--- src/rtl/ctce_pkg.sv ---
package ctce_pkg;

  localparam int SUPPLIER_COUNT_DEF = 64;
  localparam int CUSTOMER_COUNT_DEF = 64;

  localparam int ID_W      = 6;
  localparam int COORD_W   = 16;
  localparam int MASK_W    = 64;
  localparam int COST_W    = 32;
  localparam int POS_W     = 6;
  localparam int CNT_W     = 7;
  localparam int DIST_W    = 17;
  localparam int CFG_IDX_W = 2;

  localparam logic [CFG_IDX_W-1:0] REG_DEPOT_X      = 2'd0;
  localparam logic [CFG_IDX_W-1:0] REG_DEPOT_Y      = 2'd1;
  localparam logic [CFG_IDX_W-1:0] REG_COVER_TARGET = 2'd2;

  localparam logic [CNT_W-1:0] COVER_TARGET_RST = 7'd1;

  localparam logic CMD_LOAD = 1'b0;
  localparam logic CMD_STEP = 1'b1;

  typedef struct packed {
    logic               start;
    logic [COORD_W-1:0] ax;
    logic [COORD_W-1:0] ay;
    logic [COORD_W-1:0] bx;
    logic [COORD_W-1:0] by;
  } dist_req_t;

  typedef struct packed {
    logic              done;
    logic [DIST_W-1:0] leg;
  } dist_rsp_t;

endpackage

--- src/rtl/ctce_dist.sv ---
module ctce_dist
  import ctce_pkg::*;
(
  input  logic      clk,
  input  logic      rst_n,
  input  dist_req_t req,
  output dist_rsp_t rsp
);

  localparam int ACC_W  = 2 * COORD_W + 2;
  localparam int ITER   = DIST_W;
  localparam int ITER_W = $clog2(ITER);

  typedef enum logic [4:0] {
    D_IDLE = 5'b00001,
    D_SQX  = 5'b00010,
    D_SQY  = 5'b00100,
    D_ROOT = 5'b01000,
    D_DONE = 5'b10000
  } dstate_t;

  dstate_t             state_r, state_nxt;
  logic [COORD_W-1:0]  dx_r, dx_nxt;
  logic [COORD_W-1:0]  dy_r, dy_nxt;
  logic [ACC_W-1:0]    val_r, val_nxt;
  logic [ACC_W-1:0]    root_r, root_nxt;
  logic [ACC_W-1:0]    bit_r, bit_nxt;
  logic [ITER_W-1:0]   iter_r, iter_nxt;

  logic [COORD_W-1:0]   mul_op;
  logic [2*COORD_W-1:0] prod;
  logic [ACC_W-1:0]     trial;
  logic                 ge;

  assign mul_op = (state_r == D_SQX) ? dx_r : dy_r;
  assign prod   = mul_op * mul_op;
  assign trial  = root_r + bit_r;
  assign ge     = val_r >= trial;

  always_comb begin
    state_nxt = state_r;
    dx_nxt    = dx_r;
    dy_nxt    = dy_r;
    val_nxt   = val_r;
    root_nxt  = root_r;
    bit_nxt   = bit_r;
    iter_nxt  = iter_r;
    case (state_r)
      D_IDLE: begin
        if (req.start) begin
          dx_nxt    = (req.ax > req.bx) ? req.ax - req.bx : req.bx - req.ax;
          dy_nxt    = (req.ay > req.by) ? req.ay - req.by : req.by - req.ay;
          state_nxt = D_SQX;
        end
      end
      D_SQX: begin
        val_nxt   = ACC_W'(prod);
        state_nxt = D_SQY;
      end
      D_SQY: begin
        val_nxt   = val_r + ACC_W'(prod);
        root_nxt  = '0;
        bit_nxt   = ACC_W'(1) << (2 * (ITER - 1));
        iter_nxt  = ITER_W'(ITER - 1);
        state_nxt = D_ROOT;
      end
      D_ROOT: begin
        if (ge) begin
          val_nxt  = val_r - trial;
          root_nxt = (root_r >> 1) + bit_r;
        end else begin
          root_nxt = root_r >> 1;
        end
        bit_nxt = bit_r >> 2;
        if (iter_r == '0) begin
          state_nxt = D_DONE;
        end else begin
          iter_nxt = iter_r - 1'b1;
        end
      end
      D_DONE: begin
        state_nxt = D_IDLE;
      end
      default: begin
        state_nxt = D_IDLE;
      end
    endcase
  end

  always_ff @(posedge clk) begin
    if (!rst_n) begin
      state_r <= D_IDLE;
    end else begin
      state_r <= state_nxt;
    end
  end

  always_ff @(posedge clk) begin
    dx_r   <= dx_nxt;
    dy_r   <= dy_nxt;
    val_r  <= val_nxt;
    root_r <= root_nxt;
    bit_r  <= bit_nxt;
    iter_r <= iter_nxt;
  end

  assign rsp.done = (state_r == D_DONE);
  assign rsp.leg  = root_r[DIST_W-1:0];

endmodule

--- config.mk ---
export PLATFORM = sky130hd
export DESIGN_NAME = ctce_dist
export DESIGN_NICKNAME = d
export VERILOG_FILES = /design/src/rtl/ctce_pkg.sv /design/src/rtl/ctce_dist.sv
export SDC_FILE = /design/constraint.sdc
export NUM_CORES = 1
export LEC_CHECK = 0
export ABC_AREA = 1
export BUFFER_PORTS_ARGS = -buffer_cell sky130_fd_sc_hd__buf_2
export CAP_MARGIN = 10
export CORE_ASPECT_RATIO = 1.5
export CORE_UTILIZATION = 45
export CTS_BUF_LIST = sky130_fd_sc_hd__clkbuf_16
export DETAILED_ROUTE_END_ITERATION = 16
export HOLD_SLACK_MARGIN = 0.05
export SLEW_MARGIN = 20
export SYNTH_ARGS = -nofsm -noshare
export SYNTH_HDL_FRONTEND = slang
export SYNTH_SLANG_ARGS = --single-unit
--- constraint.sdc ---
create_clock -name clk -period 9.99 [get_ports clk]
set_input_delay 1.998 -clock clk [delete_from_list [all_inputs] [get_ports clk]]
set_output_delay 1.998 -clock clk [all_outputs]
set_load 0.1 [all_outputs]
==> impl_metrics.toml <==
[timing]
rsz0062_at_grt = "false"
hold_viol_final = 0
relSlewSlack_pct = 32.04
worst_pin_slew_ps = 1018
fmax_mhz = 107.5
skew_ps = 14.17
post-route-period-util_pct = 93.12
setup_viol = 0
min_period_ps = 9302
maxSlewViolCount = 0
setup_tns_ps = 0

[global_routing]
grt.total_usage_pct = 29.83
grt.busiest_layer = "met2"
use_met1_pct = 30.03
grt_pass1_vias = 24817
grt_start_max_net_pins = 52
grt_pass1_wl_mm = 130.9
gr-total-overflow = 0
globalRouteMet2Util_pct = 57.70
met3_usage_pct = 2.153
antenna_found_initial = 1

[drt]
vias = 24314
firstDrtPassIters = 5
routed_wl_mm = 83.46
vias_per_cell = 5.246
drc = 0
postRouteAntennaNets = 0
wl_per_cell_um = 18.01
drt_iter0_drc = 1330

[critical_path]
slowest_stage = "fa_1"
crit_type = "flop to flop"
cp-start-kind = "flop"
cp_common_cell = "inv_1"
required_ps = 10200
crit_path_max_fanout = 35
arrival_ps = 9510
slowest_delay_ps = 540
endpoint_kind = "flop"

[place]
place_area_mm2 = 0.02619
port-buffer-count = 84
gp_congestion = 0.9610
dp_hpwl_mm = 71.90

[die]
rows = 106
start_util_pct = 45.44
die_width_um = 195.6
die_y_um = 292.5
dieArea_mm2 = 0.05722
coreArea_mm2 = 0.05570
io_pins = 85

[layout]
multi_input_area_mm2 = 0.01818
final_common_cell = "nand2_1"
layout_common_cells = "nand2_1, inv_1, nor2_1"
final_area_mm2 = 0.02676
finalNetCount = 4414
fill_cells = 6006
drive_above_1_share_pct = 5.239
area_growth_pct = 5.739
seq_area_mm2 = 0.003764

[clock_network]
cts_resized = 0
clkSinkCount = 127
clk_latency_ps = 460
clk_path_buf_depth = 2
cts_buffers = 17
cts_setup_buffers = 0
cts_root_buf = "clkbuf_16"
htree_levels = 4
cts.clk_slew.worst_paths_ps = 70
ctsHoldBuffers = 0
cts_tree = "done"

[synth]
synth-seq-cells = 127
syn_area_per_cell_um2 = 6.510
yosys_warnings = 0
ys_types = 58
synth_cells = 3888
ys_seq_area_share_pct = 14.87
syn_area_mm2 = 0.02531
synth_nets = 4383

[min_path]
hp-class = "flop to flop"

[run_status]
outcome = "complete, no violations"

[run]
maxCapViolCount = 0
==> metal layers <==
layer  part of all wire, %  wire (um)
met4                   7.7       6422
met1                    37      30640
met3                   3.0       2476
met5                     0          0
met2                    53      43920
==> per-stage QoR <==
| step | utilization (%) | hold WS (ps) | instances | setup WS [ps] |
|---|---|---|---|---|
| final | 48.05 | 558.1 | 4635 | 687.8 |
| after CTS | 48.04 | 557.9 | 4634 | 754.5 |
| after global routing | 48.05 | 584.9 | 4635 | 260.8 |
| after floorplan | - | 515.1 | 3888 | 2628 |
| after global placement | 47.01 | 529.1 | 4602 | 861.5 |
| after detailed placement | 47.01 | 540.4 | 4602 | 772.4 |
==> critical path: cells and delay by family, from the launching register on <==
kind,cells,cell delay (ps)
AND/OR/NAND/NOR,19,3620
buffers and inverters,8,850
adder cells (fa/ha/maj),8,3800
AO/OA/AOI/OAI,2,390
flip-flops,1,370
==> logic make-up (layout without fill, tap and decap cells) <==
kind of cell | after synthesis | after routing | synth area share, %
adder cells (fa/ha/maj) | 428 | 428 | 26.02
XOR/XNOR | 119 | 119 | 4.118
AND/OR/NAND/NOR | 1985 | 1985 | 32.95
AO/OA/AOI/OAI | 382 | 382 | 8.710
flip-flops | 127 | 127 | 14.87
buffers and inverters | 847 | 891 | 13.33
other | 0 | 1 | 0
==> worst paths after layout <==
kind / start / endpoint / slack (ps) / cells after the start
hold reg to reg: iter_r[4] / iter_r[4] / 560 / 1
setup reg to reg: state_r[2] / val_r[33] / 690 / 37
setup / recovery: state_r[2] / val_r[33] / 690 / 37
hold / removal: iter_r[4] / iter_r[4] / 560 / 1
==> flip-flops by register name, indices dropped and copies added (netlist names) <==
| register | flops |
|---|---|
| dy_r | 16 |
| state_r | 5 |
| root_r | 34 |
| iter_r | 5 |
| dx_r | 16 |
| bit_r | 17 |
| val_r | 34 |
==> Yosys cell counts, drive strengths merged <==
library cell     n  area [um^2]
nand2         1175         4442
inv            766         2878
nor2           374         1474
nand3          278         1426
ha             264         3303
a21oi          175        875.8
fa             164         3283
o21ai          128        734.4
edfxtp         122         3664
xor2            84        735.7
buf             51        369.1
nand4           45        287.8
nor3            41        210.2
xnor2           35        306.5
clkbuf          30        127.6
o21bai          30        225.2
nand3b          21        157.7
and2            20        125.1
or2             20        125.1
o211ai          12        90.09
a21o            11        82.58
nor4             8        71.32
a31oi            6        37.54
dfxtp            5        100.1
o21a             4        30.03
a211oi           3        22.52
a21boi           3        22.52
a22oi            2        15.01
a31o             2        17.52
o221ai           2        17.52
a22o             1        8.760
and3             1        6.260
nor2b            1        6.260
nor3b            1        7.510
o311ai           1        8.760
o31a             1        8.760
o31ai            1        7.510
==> layout make-up <==
class / count / area share, %
antenna: 1 / 0.009350
clock buffer: 17 / 1.590
sequential: 127 / 14.06
multi-input combinational: 2914 / 67.92
inverter: 766 / 10.75
timing repair buffer: 93 / 1.823
tap: 702 / 3.282
clock inverter: 15 / 0.5610
Power is not shown: default switching activity piles up to over one toggle a cycle in this logic, so the estimate is an artifact.
